File: src/hdl/nrsi_pkg.sv
// Shared types, widths and mode codes for the nearest-resize source index block.
// Depends on nothing; every other file in hdl refers to it by scoped names.
package nrsi_pkg;

    // Field widths of the item channels
    localparam int POS_W   = 12;
    localparam int EXT_W   = 13;
    localparam int SRC_W   = 14;
    localparam int CLAMP_W = 12;

    // Arithmetic widths: 2*pos+1 times an extent, signed numerator, doubled extent
    localparam int OPA_W  = POS_W + 1;
    localparam int PROD_W = OPA_W + EXT_W;
    localparam int NUM_W  = PROD_W + 1;
    localparam int DEN_W  = EXT_W + 1;

    // Quotient bits resolved by the divider; anything larger saturates anyway
    localparam int Q_W                 = SRC_W;
    localparam int DIV_STEPS_PER_STAGE = 2;
    localparam int DIV_STAGES          = Q_W / DIV_STEPS_PER_STAGE;
    localparam int IDX_W               = Q_W + 2;

    localparam int MAX_EXTENT_DEFAULT = 4096;

    // Configuration port
    localparam int DATA_W = 32;
    localparam int ADDR_W = 3;

    typedef enum logic {
        REG_COORD_MODE    = 1'b0,
        REG_ROUNDING_MODE = 1'b1
    } reg_index_t;

    // COORD_CENTRED_NZ is the centred rule that returns zero for a single-pixel output
    typedef enum logic [1:0] {
        COORD_CENTRED    = 2'd0,
        COORD_CORNER_FIT = 2'd1,
        COORD_ASYMMETRIC = 2'd2,
        COORD_CENTRED_NZ = 2'd3
    } coord_mode_t;

    typedef enum logic [1:0] {
        ROUND_TIE_DOWN = 2'd0,
        ROUND_TIE_UP   = 2'd1,
        ROUND_FLOOR    = 2'd2,
        ROUND_CEIL     = 2'd3
    } round_mode_t;

    typedef struct packed {
        logic [POS_W-1:0] out_pos;
        logic [EXT_W-1:0] out_extent;
        logic [EXT_W-1:0] in_extent;
    } req_item_t;

    typedef struct packed {
        logic signed [SRC_W-1:0] src_index;
        logic [CLAMP_W-1:0]      clamped_index;
    } rsp_item_t;

    // Non-negative dividend and divisor handed to the divider
    typedef struct packed {
        logic [PROD_W-1:0] n;
        logic [DEN_W-1:0]  den;
        logic              qneg;
        logic              zero;
        logic [EXT_W-1:0]  in_extent;
    } front_item_t;

    // One divider stage: partial remainder, unused dividend bits, quotient so far
    typedef struct packed {
        logic [DEN_W-1:0] rem;
        logic [Q_W-1:0]   nlow;
        logic [Q_W-1:0]   q;
        logic [DEN_W-1:0] den;
        logic             qneg;
        logic             ovf;
        logic             zero;
        logic [EXT_W-1:0] in_extent;
    } div_stage_t;

endpackage

File: src/hdl/nrsi_front.sv
// Front end: selects the coordinate rule, multiplies, subtracts and folds a
// negative numerator into a non-negative dividend. Depends on nrsi_pkg.
module nrsi_front (
    input  logic                     clk,
    input  logic                     rst_n,
    input  nrsi_pkg::coord_mode_t    coord_mode,
    input  logic                     in_valid,
    output logic                     in_ready,
    input  nrsi_pkg::req_item_t      in_item,
    output logic                     out_valid,
    input  logic                     out_ready,
    output nrsi_pkg::front_item_t    out_item
);

    typedef struct packed {
        logic [nrsi_pkg::PROD_W-1:0] prod;
        logic [nrsi_pkg::EXT_W-1:0]  sub;
        logic [nrsi_pkg::DEN_W-1:0]  den;
        logic                        zero;
        logic [nrsi_pkg::EXT_W-1:0]  in_extent;
    } mul_stage_t;

    typedef struct packed {
        logic signed [nrsi_pkg::NUM_W-1:0] num;
        logic [nrsi_pkg::DEN_W-1:0]        den;
        logic                              zero;
        logic [nrsi_pkg::EXT_W-1:0]        in_extent;
    } num_stage_t;

    mul_stage_t            a_reg, a_next;
    num_stage_t            b_reg, b_next;
    nrsi_pkg::front_item_t c_reg, c_next;
    logic                  a_valid_reg, b_valid_reg, c_valid_reg;
    logic                  en_a, en_b, en_c;

    logic [nrsi_pkg::OPA_W-1:0] opa;
    logic [nrsi_pkg::EXT_W-1:0] opb;
    logic                       out_le1;
    logic                       out_eq0;
    logic signed [nrsi_pkg::NUM_W-1:0] num_fold;

    // Advance a stage when it is empty or the next one moves
    assign en_c     = ~c_valid_reg | out_ready;
    assign en_b     = ~b_valid_reg | en_c;
    assign en_a     = ~a_valid_reg | en_b;
    assign in_ready = en_a;

    // Pick multiplier operands, divisor and subtrahend for the coordinate rule
    always_comb
    begin
        out_eq0 = (in_item.out_extent == '0);
        out_le1 = (in_item.out_extent <= nrsi_pkg::EXT_W'(1));
        case (coord_mode)
            nrsi_pkg::COORD_CORNER_FIT:
            begin
                opa        = {1'b0, in_item.out_pos};
                opb        = in_item.in_extent - nrsi_pkg::EXT_W'(1);
                a_next.den = nrsi_pkg::DEN_W'(in_item.out_extent) - nrsi_pkg::DEN_W'(1);
                a_next.sub = '0;
            end
            nrsi_pkg::COORD_ASYMMETRIC:
            begin
                opa        = {1'b0, in_item.out_pos};
                opb        = in_item.in_extent;
                a_next.den = {1'b0, in_item.out_extent};
                a_next.sub = '0;
            end
            default:
            begin
                opa        = {in_item.out_pos, 1'b1};
                opb        = in_item.in_extent;
                a_next.den = {in_item.out_extent, 1'b0};
                a_next.sub = in_item.out_extent;
            end
        endcase
        // Empty input, zero divisor, or single-pixel output under the zeroing rule
        a_next.zero = (in_item.in_extent == '0)
                    | ((coord_mode == nrsi_pkg::COORD_CORNER_FIT) ? out_le1 : out_eq0)
                    | ((coord_mode == nrsi_pkg::COORD_CENTRED_NZ) & out_le1);
        a_next.prod      = nrsi_pkg::PROD_W'(opa) * nrsi_pkg::PROD_W'(opb);
        a_next.in_extent = in_item.in_extent;
    end

    // Form the signed numerator
    always_comb
    begin
        b_next.num       = $signed({1'b0, a_reg.prod})
                         - $signed({{(nrsi_pkg::NUM_W - nrsi_pkg::EXT_W){1'b0}}, a_reg.sub});
        b_next.den       = a_reg.den;
        b_next.zero      = a_reg.zero;
        b_next.in_extent = a_reg.in_extent;
    end

    // Fold a negative numerator: its floor is -1 with remainder num + den
    always_comb
    begin
        num_fold         = b_reg.num
                         + $signed({{(nrsi_pkg::NUM_W - nrsi_pkg::DEN_W){1'b0}}, b_reg.den});
        c_next.qneg      = b_reg.num[nrsi_pkg::NUM_W-1];
        c_next.n         = c_next.qneg ? num_fold[nrsi_pkg::PROD_W-1:0]
                                       : b_reg.num[nrsi_pkg::PROD_W-1:0];
        c_next.den       = b_reg.den;
        c_next.zero      = b_reg.zero;
        c_next.in_extent = b_reg.in_extent;
    end

    // Valid bits travel with the data
    always_ff @(posedge clk or negedge rst_n)
    begin
        if (!rst_n)
        begin
            a_valid_reg <= 1'b0;
            b_valid_reg <= 1'b0;
            c_valid_reg <= 1'b0;
        end
        else
        begin
            if (en_a)
                a_valid_reg <= in_valid;
            if (en_b)
                b_valid_reg <= a_valid_reg;
            if (en_c)
                c_valid_reg <= b_valid_reg;
        end
    end

    // Payload registers, no reset
    always_ff @(posedge clk)
    begin
        if (en_a)
            a_reg <= a_next;
        if (en_b)
            b_reg <= b_next;
        if (en_c)
            c_reg <= c_next;
    end

    assign out_valid = c_valid_reg;
    assign out_item  = c_reg;

endmodule

File: src/hdl/nrsi_div.sv
// Pipelined restoring divider: an overflow check stage, then a few quotient bits
// per stage until the quotient is complete. Depends on nrsi_pkg.
module nrsi_div (
    input  logic                   clk,
    input  logic                   rst_n,
    input  logic                   in_valid,
    output logic                   in_ready,
    input  nrsi_pkg::front_item_t  in_item,
    output logic                   out_valid,
    input  logic                   out_ready,
    output nrsi_pkg::div_stage_t   out_item
);

    localparam int LAST = nrsi_pkg::DIV_STAGES;

    nrsi_pkg::div_stage_t stage_reg  [LAST+1];
    nrsi_pkg::div_stage_t stage_next [LAST+1];
    logic [LAST:0]        valid_reg;
    logic [LAST:0]        valid_next;
    logic [LAST:0]        en;
    logic [nrsi_pkg::DEN_W-1:0] head;

    // Shift in dividend bits one at a time, subtracting the divisor where it fits
    function automatic nrsi_pkg::div_stage_t div_step(input nrsi_pkg::div_stage_t s);
        nrsi_pkg::div_stage_t o;
        logic [nrsi_pkg::DEN_W:0] t;
        o = s;
        for (int j = 0; j < nrsi_pkg::DIV_STEPS_PER_STAGE; j++)
        begin
            t      = {o.rem, o.nlow[nrsi_pkg::Q_W-1]};
            o.nlow = {o.nlow[nrsi_pkg::Q_W-2:0], 1'b0};
            if (t >= {1'b0, o.den})
            begin
                o.rem = nrsi_pkg::DEN_W'(t - {1'b0, o.den});
                o.q   = {o.q[nrsi_pkg::Q_W-2:0], 1'b1};
            end
            else
            begin
                o.rem = t[nrsi_pkg::DEN_W-1:0];
                o.q   = {o.q[nrsi_pkg::Q_W-2:0], 1'b0};
            end
        end
        return o;
    endfunction

    // Load the upper dividend bits; flag a quotient too wide for the result
    always_comb
    begin
        head = nrsi_pkg::DEN_W'(in_item.n[nrsi_pkg::PROD_W-1:nrsi_pkg::Q_W]);
        stage_next[0].rem       = head;
        stage_next[0].nlow      = in_item.n[nrsi_pkg::Q_W-1:0];
        stage_next[0].q         = '0;
        stage_next[0].den       = in_item.den;
        stage_next[0].qneg      = in_item.qneg;
        stage_next[0].ovf       = (head >= in_item.den);
        stage_next[0].zero      = in_item.zero;
        stage_next[0].in_extent = in_item.in_extent;
    end

    genvar k;
    generate
        for (k = 1; k <= LAST; k++)
        begin : g_step
            assign stage_next[k] = div_step(stage_reg[k-1]);
        end
        for (k = 0; k < LAST; k++)
        begin : g_en
            assign en[k] = ~valid_reg[k] | en[k+1];
        end
    endgenerate

    assign en[LAST] = ~valid_reg[LAST] | out_ready;
    assign in_ready = en[0];

    // Advance valid bits with their stages
    always_comb
    begin
        valid_next[0] = en[0] ? in_valid : valid_reg[0];
        for (int i = 1; i <= LAST; i++)
        begin
            valid_next[i] = en[i] ? valid_reg[i-1] : valid_reg[i];
        end
    end

    always_ff @(posedge clk or negedge rst_n)
    begin
        if (!rst_n)
            valid_reg <= '0;
        else
            valid_reg <= valid_next;
    end

    // Payload registers, no reset
    always_ff @(posedge clk)
    begin
        for (int i = 0; i <= LAST; i++)
        begin
            if (en[i])
                stage_reg[i] <= stage_next[i];
        end
    end

    assign out_valid = valid_reg[LAST];
    assign out_item  = stage_reg[LAST];

endmodule

File: src/hdl/nrsi_back.sv
// Back end: applies the selected rounding mode, then saturates the raw index and
// clamps it into the input axis. Depends on nrsi_pkg.
module nrsi_back #(
    parameter int MAX_EXTENT = nrsi_pkg::MAX_EXTENT_DEFAULT
) (
    input  logic                  clk,
    input  logic                  rst_n,
    input  nrsi_pkg::round_mode_t rounding_mode,
    input  logic                  in_valid,
    output logic                  in_ready,
    input  nrsi_pkg::div_stage_t  in_item,
    output logic                  out_valid,
    input  logic                  out_ready,
    output nrsi_pkg::rsp_item_t   out_item
);

    localparam int CAP_W = $clog2(MAX_EXTENT + 1);
    localparam int CMP_W = ((CAP_W > nrsi_pkg::IDX_W) ? CAP_W : nrsi_pkg::IDX_W) + 1;
    localparam logic signed [CMP_W-1:0] CAP       = CMP_W'(MAX_EXTENT);
    localparam logic signed [CMP_W-1:0] FIELD_MAX = CMP_W'(2 ** nrsi_pkg::CLAMP_W - 1);
    localparam logic signed [CMP_W-1:0] SRC_HI    = CMP_W'(2 ** (nrsi_pkg::SRC_W - 1) - 1);
    localparam logic signed [CMP_W-1:0] SRC_LO    = CMP_W'(-(2 ** (nrsi_pkg::SRC_W - 1)));

    typedef struct packed {
        logic signed [nrsi_pkg::IDX_W-1:0] idx;
        logic                              zero;
        logic [nrsi_pkg::EXT_W-1:0]        in_extent;
    } round_stage_t;

    round_stage_t        r_reg, r_next;
    nrsi_pkg::rsp_item_t o_reg, o_next;
    logic                r_valid_reg, o_valid_reg;
    logic                en_r, en_o;

    logic [nrsi_pkg::DEN_W:0]          twice_r;
    logic [nrsi_pkg::DEN_W:0]          den_x;
    logic                              up;
    logic signed [nrsi_pkg::IDX_W-1:0] q_sel;

    logic signed [CMP_W-1:0] idx_w, in_w, lim, hi, cl0, cl1, cl2, src_w;

    assign en_o     = ~o_valid_reg | out_ready;
    assign en_r     = ~r_valid_reg | en_o;
    assign in_ready = en_r;

    // Decide whether to step up from the floor
    always_comb
    begin
        twice_r = {in_item.rem, 1'b0};
        den_x   = {1'b0, in_item.den};
        case (rounding_mode)
            nrsi_pkg::ROUND_TIE_DOWN: up = (twice_r > den_x);
            nrsi_pkg::ROUND_TIE_UP:   up = (twice_r >= den_x);
            nrsi_pkg::ROUND_FLOOR:    up = 1'b0;
            nrsi_pkg::ROUND_CEIL:     up = (in_item.rem != '0);
            default:                  up = 1'b0;
        endcase
        if (in_item.qneg)
            q_sel = '1;
        else if (in_item.ovf)
            q_sel = $signed({2'b00, {nrsi_pkg::Q_W{1'b1}}});
        else
            q_sel = $signed({2'b00, in_item.q});
        r_next.idx       = q_sel + $signed({{(nrsi_pkg::IDX_W - 1){1'b0}}, up});
        r_next.zero      = in_item.zero;
        r_next.in_extent = in_item.in_extent;
    end

    // Saturate the raw index and clamp into the input axis
    always_comb
    begin
        idx_w = {{(CMP_W - nrsi_pkg::IDX_W){r_reg.idx[nrsi_pkg::IDX_W-1]}}, r_reg.idx};
        in_w  = $signed({{(CMP_W - nrsi_pkg::EXT_W){1'b0}}, r_reg.in_extent});
        lim   = (in_w > CAP) ? CAP : in_w;
        hi    = lim - CMP_W'(1);
        cl0   = (idx_w > hi) ? hi : idx_w;
        cl1   = cl0[CMP_W-1] ? '0 : cl0;
        cl2   = (cl1 > FIELD_MAX) ? FIELD_MAX : cl1;
        if (idx_w > SRC_HI)
            src_w = SRC_HI;
        else if (idx_w < SRC_LO)
            src_w = SRC_LO;
        else
            src_w = idx_w;
        if (r_reg.zero)
        begin
            o_next.src_index     = '0;
            o_next.clamped_index = '0;
        end
        else
        begin
            o_next.src_index     = src_w[nrsi_pkg::SRC_W-1:0];
            o_next.clamped_index = cl2[nrsi_pkg::CLAMP_W-1:0];
        end
    end

    always_ff @(posedge clk or negedge rst_n)
    begin
        if (!rst_n)
        begin
            r_valid_reg <= 1'b0;
            o_valid_reg <= 1'b0;
        end
        else
        begin
            if (en_r)
                r_valid_reg <= in_valid;
            if (en_o)
                o_valid_reg <= r_valid_reg;
        end
    end

    // Payload registers, no reset
    always_ff @(posedge clk)
    begin
        if (en_r)
            r_reg <= r_next;
        if (en_o)
            o_reg <= o_next;
    end

    assign out_valid = o_valid_reg;
    assign out_item  = o_reg;

endmodule

File: src/hdl/nearest_resize_source_index_top.sv
// Nearest-resize source index generator along one axis.
// Request items carry an output position with the output and input extents;
// each yields one response item: the rounded source index and that index
// clamped into the input axis.
// Channels: req_valid/req_ready/req_item in, rsp_valid/rsp_ready/rsp_item out,
// both valid/ready, an item moving when valid and ready are high together.
// Configuration: APB-style port, coord_mode at 0x0, rounding_mode at 0x4;
// write only while no item is in flight. pready is tied high.
// Pipeline: 3 front-end stages, 8 divider stages and 2 rounding and clamp
// stages. Throughput: one item per clock while rsp_ready is high; the
// divider resolves two quotient bits per stage and sets the depth.
// Reset clears both mode registers to zero and empties the pipeline.
// When rsp_ready is low the response holds and the stages behind it keep
// filling bubbles; req_ready falls only once every stage holds an item.
// Depends on nrsi_pkg, nrsi_front, nrsi_div and nrsi_back.
module nearest_resize_source_index_top #(
    parameter int MAX_EXTENT = nrsi_pkg::MAX_EXTENT_DEFAULT
) (
    input  logic                          clk,
    input  logic                          rst_n,
    input  logic                          psel,
    input  logic                          penable,
    input  logic                          pwrite,
    input  logic [nrsi_pkg::ADDR_W-1:0]   paddr,
    input  logic [nrsi_pkg::DATA_W-1:0]   pwdata,
    output logic [nrsi_pkg::DATA_W-1:0]   prdata,
    output logic                          pready,
    input  logic                          req_valid,
    output logic                          req_ready,
    input  nrsi_pkg::req_item_t           req_item,
    output logic                          rsp_valid,
    input  logic                          rsp_ready,
    output nrsi_pkg::rsp_item_t           rsp_item
);

    nrsi_pkg::coord_mode_t coord_mode_reg, coord_mode_next;
    nrsi_pkg::round_mode_t rounding_mode_reg, rounding_mode_next;
    nrsi_pkg::reg_index_t  reg_index;
    logic                  cfg_write;

    logic                  front_valid, front_ready;
    nrsi_pkg::front_item_t front_item;
    logic                  div_valid, div_ready;
    nrsi_pkg::div_stage_t  div_item;

    // Decode the register slot and the write strobe
    assign pready    = 1'b1;
    assign reg_index = nrsi_pkg::reg_index_t'(paddr[nrsi_pkg::ADDR_W-1]);
    assign cfg_write = psel & penable & pwrite & pready;

    always_comb
    begin
        coord_mode_next    = coord_mode_reg;
        rounding_mode_next = rounding_mode_reg;
        if (cfg_write)
        begin
            case (reg_index)
                nrsi_pkg::REG_COORD_MODE:
                    coord_mode_next = nrsi_pkg::coord_mode_t'(pwdata[1:0]);
                nrsi_pkg::REG_ROUNDING_MODE:
                    rounding_mode_next = nrsi_pkg::round_mode_t'(pwdata[1:0]);
                default:
                    coord_mode_next = coord_mode_reg;
            endcase
        end
    end

    always_ff @(posedge clk or negedge rst_n)
    begin
        if (!rst_n)
        begin
            coord_mode_reg    <= nrsi_pkg::COORD_CENTRED;
            rounding_mode_reg <= nrsi_pkg::ROUND_TIE_DOWN;
        end
        else
        begin
            coord_mode_reg    <= coord_mode_next;
            rounding_mode_reg <= rounding_mode_next;
        end
    end

    // Read back the selected register
    always_comb
    begin
        case (reg_index)
            nrsi_pkg::REG_COORD_MODE:
                prdata = {{(nrsi_pkg::DATA_W - 2){1'b0}}, coord_mode_reg};
            nrsi_pkg::REG_ROUNDING_MODE:
                prdata = {{(nrsi_pkg::DATA_W - 2){1'b0}}, rounding_mode_reg};
            default:
                prdata = '0;
        endcase
    end

    nrsi_front u_front (
        .clk        (clk),
        .rst_n      (rst_n),
        .coord_mode (coord_mode_reg),
        .in_valid   (req_valid),
        .in_ready   (req_ready),
        .in_item    (req_item),
        .out_valid  (front_valid),
        .out_ready  (front_ready),
        .out_item   (front_item)
    );

    nrsi_div u_div (
        .clk       (clk),
        .rst_n     (rst_n),
        .in_valid  (front_valid),
        .in_ready  (front_ready),
        .in_item   (front_item),
        .out_valid (div_valid),
        .out_ready (div_ready),
        .out_item  (div_item)
    );

    nrsi_back #(
        .MAX_EXTENT (MAX_EXTENT)
    ) u_back (
        .clk           (clk),
        .rst_n         (rst_n),
        .rounding_mode (rounding_mode_reg),
        .in_valid      (div_valid),
        .in_ready      (div_ready),
        .in_item       (div_item),
        .out_valid     (rsp_valid),
        .out_ready     (rsp_ready),
        .out_item      (rsp_item)
    );

endmodule

File: config.mk
export PLATFORM = sky130hd
export DESIGN_NAME = nearest_resize_source_index_top
export DESIGN_NICKNAME = d
export VERILOG_FILES = /design/src/hdl/nrsi_pkg.sv /design/src/hdl/nrsi_front.sv /design/src/hdl/nrsi_div.sv /design/src/hdl/nrsi_back.sv /design/src/hdl/nearest_resize_source_index_top.sv
export SDC_FILE = /design/constraint.sdc
export NUM_CORES = 2
export LEC_CHECK = 0
export ABC_CLOCK_PERIOD_IN_PS = 12500
export BUFFER_PORTS_ARGS = -buffer_cell sky130_fd_sc_hd__buf_2
export CAP_MARGIN = 20
export CORE_MARGIN = 2
export CORE_UTILIZATION = 50
export DETAILED_ROUTE_END_ITERATION = 12
export GPL_TIMING_DRIVEN = 0
export PLACE_DENSITY = 0.66
export SYNTH_ARGS = -nofsm -noshare
export SYNTH_HDL_FRONTEND = slang
export SYNTH_SLANG_ARGS = --single-unit
File: constraint.sdc
create_clock -name clk -period 12.5 [get_ports clk]
set_input_delay 1.25 -clock clk [delete_from_list [all_inputs] [get_ports clk]]
set_output_delay 1.25 -clock clk [all_outputs]
set_load 0.01 [all_outputs]
Word-level counts from Yosys, hierarchy flattened
Memories as Yosys holds them, arrays and structs flattened. Index checks and enable logic that the tools add are counted.

Register bits: 250. Memory bits (writable): 576. Bits of input ports: 80. Output and inout bits: 61. Logic and storage cells: 185. Memories: 1.

Memory list: u_div.stage_reg (words 8, bits a word 72, rd ports 8, clocked after memory_dff 0, wr ports 8, RTL line nrsi_div.sv:16) `nrsi_pkg::div_stage_t stage_reg [LAST+1];`.

Add/subtract/negate cells: 20. Multiply operators: 1. Order comparisons: 23. Eq/ne operators: 6. Mux-type cells: 59. Bitwise logic cells: 32. Reductions and logical operators: 8.

Operators by type and width (number): $ge 15x14->1 (15); $mux 14 (16); $sub 14x14->14 (14); $pmux 32 s2 (1); $pmux 27 s2 (1); $mux 13 (4); $mux 16 (2); $mux 1 (31); $sub 26x13->27 (1); $add 26x15->26 (1); $logic_not 13->1 (2); $mul 13x13->26 (1); $mux 26 (1); $gt 16x17->1 (1); $mux 17 (1); $sub 17x2->17 const B (1); $add 16x2->16 (1); $gt 16x12->1 const B (1); $gt 16x14->1 const B (1); $lt 16x14->1 const B (1); $gt 15x14->1 (1); $or 1x1->1 (15); $ge 12x14->1 (1); $not 1->1 (14); other kinds (13) (21).

Depth between registers and ports, before layout
Word-level depth: 14. Depth in mapped cells: 29. Mapped depth without buffers: 28.

Modules after synthesis
A second synthesis with hierarchy kept.

Cells, all modules: 3804. Area total of the unflattened synthesis: 44595.3 um^2.

By module, submodules not included: nrsi_div (times used 1, cells an instance 2095, area an instance 26235.2 um^2, seq. area each 14073.5 um^2); nrsi_front (times used 1, cells an instance 1292, area an instance 14098.5 um^2, seq. area each 5390.2 um^2); nrsi_back (times used 1, cells an instance 372, area an instance 3823.7 um^2, seq. area each 1731.7 um^2); nearest_resize_source_index_top (times used 1, cells an instance 45, area an instance 437.9 um^2, seq. area each 100.1 um^2).

Worst setup path after synthesis
Ideal clock, no wire load.

Kind: input to register. Start: input port req_item[5] in the netlist's numbering. End: register u_front.a_reg[65] in the netlist's numbering (data pin). Setup time: 263 ps. Arrival: 7358 ps. Data required time: 12237 ps. Slack: 4879 ps. Stages on the path: 24. Path buffers: 0. Cells stage by stage: or4_1 -> nor3_1 -> nand4_1 -> or2_2 -> xnor2_1 -> o21ai_0 -> fa_1 -> fa_1 -> inv_1 -> fa_1 -> fa_1 -> inv_1 -> fa_1 -> inv_1 -> ha_1 -> a21o_1 -> a21o_1 -> nor2_1 -> a31oi_1 -> a41o_1 -> nor4_1 -> nor2_1 -> a311oi_1 -> xnor2_1.

RTL lines: start, declared (RTL line nearest_resize_source_index_top.sv:30) `input nrsi_pkg::req_item_t req_item,`; end signal, assigned (RTL line nrsi_front.sv:131) `a_reg <= a_next;`; end, declared (RTL line nrsi_front.sv:30) `mul_stage_t a_reg, a_next;`.

==> flow_metrics.tcl <==
set metrics [dict create \
    drive_above_1_share_pct 10.9 \
    clock_sinks 712 \
    clockRootBuffer "clkbuf_16" \
    relSlewSlack_pct 28.6 \
    yosys.area.top_type "edfxtp_1" \
    synthToLayoutAreaGrowth_pct 11.0 \
    r2r-end "u_front.a_reg[66]$_DFFE_PP_" \
    slowest_delay_ns 0.72 \
    fin_ws_ns 4.24 \
    post_cts_buffers 0 \
    drtIter0Drc 1658 \
    port_buffers 74 \
    period_needed_ns 8.26 \
    critPathMaxFanout 6 \
    via_count 27623 \
    io_pins 141 \
    rsz0062_at_grt "false" \
    track_usage_pct 19.6 \
    ys_ff_latch 712 \
    slew_violations 0 \
    routedWlPerCell_um 17.2 \
    ctsHoldBuffers 0 \
    clkTransAtPathRegs_ns 0.06 \
    rows 107 \
    r2r_cells 27 \
    tritoncts "yes" \
    crit_required_ns 12.85 \
    grt_max_degree 60 \
    gr-total-overflow 0 \
    synthDistinctLibCells 94 \
    ant_nets 0 \
    grt_pass1_wl_um 141000 \
    grt_pass1_vias 27026 \
    place_ws_ns 3.74 \
    r2r-start "coord_mode_reg[1]$_DFFE_PN0P_" \
    cts_buffer_depth 3 \
    synth_edf_count 695 \
    numCtsBuffers 76 \
    dp_hpwl_um 68800 \
    syn_inst 3692 \
    synth-seq-area-share_pct 49.1 \
    clk_latency_ns 0.64 \
    die_h_um 298 \
    yosys_warnings 0 \
    end_kind "flop" \
    initial_utilization_pct 50.7 \
    drc 0 \
    critical_path_class "in -> reg" \
    synthTopCellsByArea "edfxtp_1 (48%), ha_1 (9.9%), fa_1 (6.3%)" \
    startpoint "req_item[5]" \
    critPathArrivalTime_ns 8.62 \
    avgViaCountPerCell 5.42 \
    cts-htree-levels 3 \
    r2r_setup_slack_ns 4.37 \
    fin_crit_sh_pct 66.1 \
    status "completed" \
    syn_avg_cell_area_um2 11.7 \
    start_kind "input pin" \
    dieArea_mm2 0.0890 \
    ys.flop_type "edfxtp_1" \
    drv_cap 0 \
    coreArea_mm2 0.0855 \
    clock_skew_ns 0.0411 \
    cp_common_cell "fa_1" \
    critPathSlowestCell "xnor2_1" \
    hold_class "reg -> reg" \
    synth-async-reset-ratio_pct 2.39 \
    synthTopCellsByCount "edfxtp_1 (695), inv_1 (400), ha_1 (344)" \
    layout.nets 4451 \
    finalSetupViolCount 0 \
    antenna_found_initial 3 \
    cts_resized 0 \
    worstMarginPinSlew_ns 1.06 \
    finalHoldViolations 0 \
    tns_ns 0 \
    dr.pass1.iters 7 \
    fmax_mhz 121 \
    yosysMostFrequentCell "edfxtp_1" \
    largest_reg_flops 462 \
    synth_top_area_share_pct 48.2 \
    n_fill_cell 7133 \
    endpoint "u_front.a_reg[66]$_DFFE_PP_" \
    syn-cell-area_mm2 0.0433 \
    finalNonFillerCells 5094 \
    drt-total-wl_um 87600 \
    placedCellCount 4956 \
    die_x_um 298 \
    globalplace.congestion 0.923 \
]
-- stage by stage --
| stage | hold slack, ns | instance area, µm² | util [%] |
|---|---|---|---|
| floorplan | 0.400 | 43400 | - |
| finish | 0.388 | 48100 | 56.2 |
| detailed placement | 0.405 | 45600 | 53.3 |
| global placement | 0.400 | 45200 | 52.9 |
| CTS | 0.381 | 48100 | 56.2 |
| global route | 0.388 | 48100 | 56.2 |
-- metal layers --
| metal | track usage, % | vias to the layer above | share of wire, % |
|---|---|---|---|
| met5 | 0 | - | 0.034 |
| met4 | 5.68 | 4 | 2.7 |
| met3 | 3.13 | 145 | 4.7 |
| met2 | 33.3 | 596 | 49 |
| met1 | 26.1 | 13218 | 44 |
| li1 | - | 13660 | - |
-- worst max-delay path, delay by kind of cell --
| family | cells | cell delay [ns] |
|---|---|---|
| fa+ha+maj | 6 | 2.97 |
| xor+xnor | 2 | 0.83 |
| simple gates | 4 | 1.33 |
| compound gates | 9 | 1.92 |
| buf+inv | 4 | 0.30 |
-- kinds of logic after synthesis --
logic type	synth area share (%)
AND/OR/NAND/NOR	10.2
flip-flops	49.1
AO/OA/AOI/OAI	10.3
buffers and inverters	4.57
adder cells (fa/ha/maj)	16.3
XOR/XNOR	4.91
multiplexers	4.59
other	0.0173
-- layout by cell type, fill, tap and decap left out, types with 32 or more instances in the layout --
| master | instances |
|---|---|
| and2_1 | 37 |
| nor3_1 | 69 |
| fa_1 | 137 |
| buf_2 | 78 |
| edfxtp_1 | 695 |
| inv_1 | 397 |
| xor2_1 | 80 |
| mux2_2 | 122 |
| o21a_1 | 65 |
| o21ai_0 | 118 |
| ha_1 | 344 |
| xnor2_1 | 163 |
| buf_4 | 32 |
| nand2_1 | 245 |
| nand3_1 | 66 |
| a21oi_1 | 181 |
| a21o_1 | 74 |
| clkbuf_16 | 76 |
| nand2b_1 | 47 |
| mux2i_1 | 32 |
| nand4_1 | 45 |
| clkbuf_1 | 55 |
| nor2_1 | 232 |
| nor2b_1 | 45 |
-- worst min path at each step --
stage                                           start                           endpoint  depth (start not counted)
detailed placement  u_div.stage_reg[1][220]$_DFFE_PP_           u_back.in_w[4]$_DFFE_PP_                          0
finish              u_div.stage_reg[0][124]$_DFFE_PP_  u_div.stage_reg[0][198]$_DFFE_PP_                          0
floorplan           u_div.stage_reg[1][216]$_DFFE_PP_           u_back.in_w[0]$_DFFE_PP_                          0
global route           u_front.out_item[33]$_DFFE_PP_   u_div.stage_reg[0][48]$_DFFE_PP_                          0
global placement      u_div.stage_reg[0][2]$_DFFE_PP_   u_div.stage_reg[0][74]$_DFFE_PP_                          0
CTS                 u_div.stage_reg[0][124]$_DFFE_PP_  u_div.stage_reg[0][198]$_DFFE_PP_                          0
-- cell type report --
class | instances | area (µm²) | share of cell area, %
diodes | 1 | 2.50 | 0.00520
plain buffers | 89 | 467 | 0.970
clock buffers | 81 | 1920 | 3.99
clock inverters | 56 | 603 | 1.25
inverters | 402 | 1510 | 3.14
multi-input cells | 2518 | 20200 | 42.0
flip-flops and latches | 712 | 21300 | 44.3
well taps | 1144 | 1430 | 2.98
repair buffers | 91 | 681 | 1.41
Power is not shown: default switching activity piles up to over one toggle a cycle in this logic, so the estimate is an artifact.
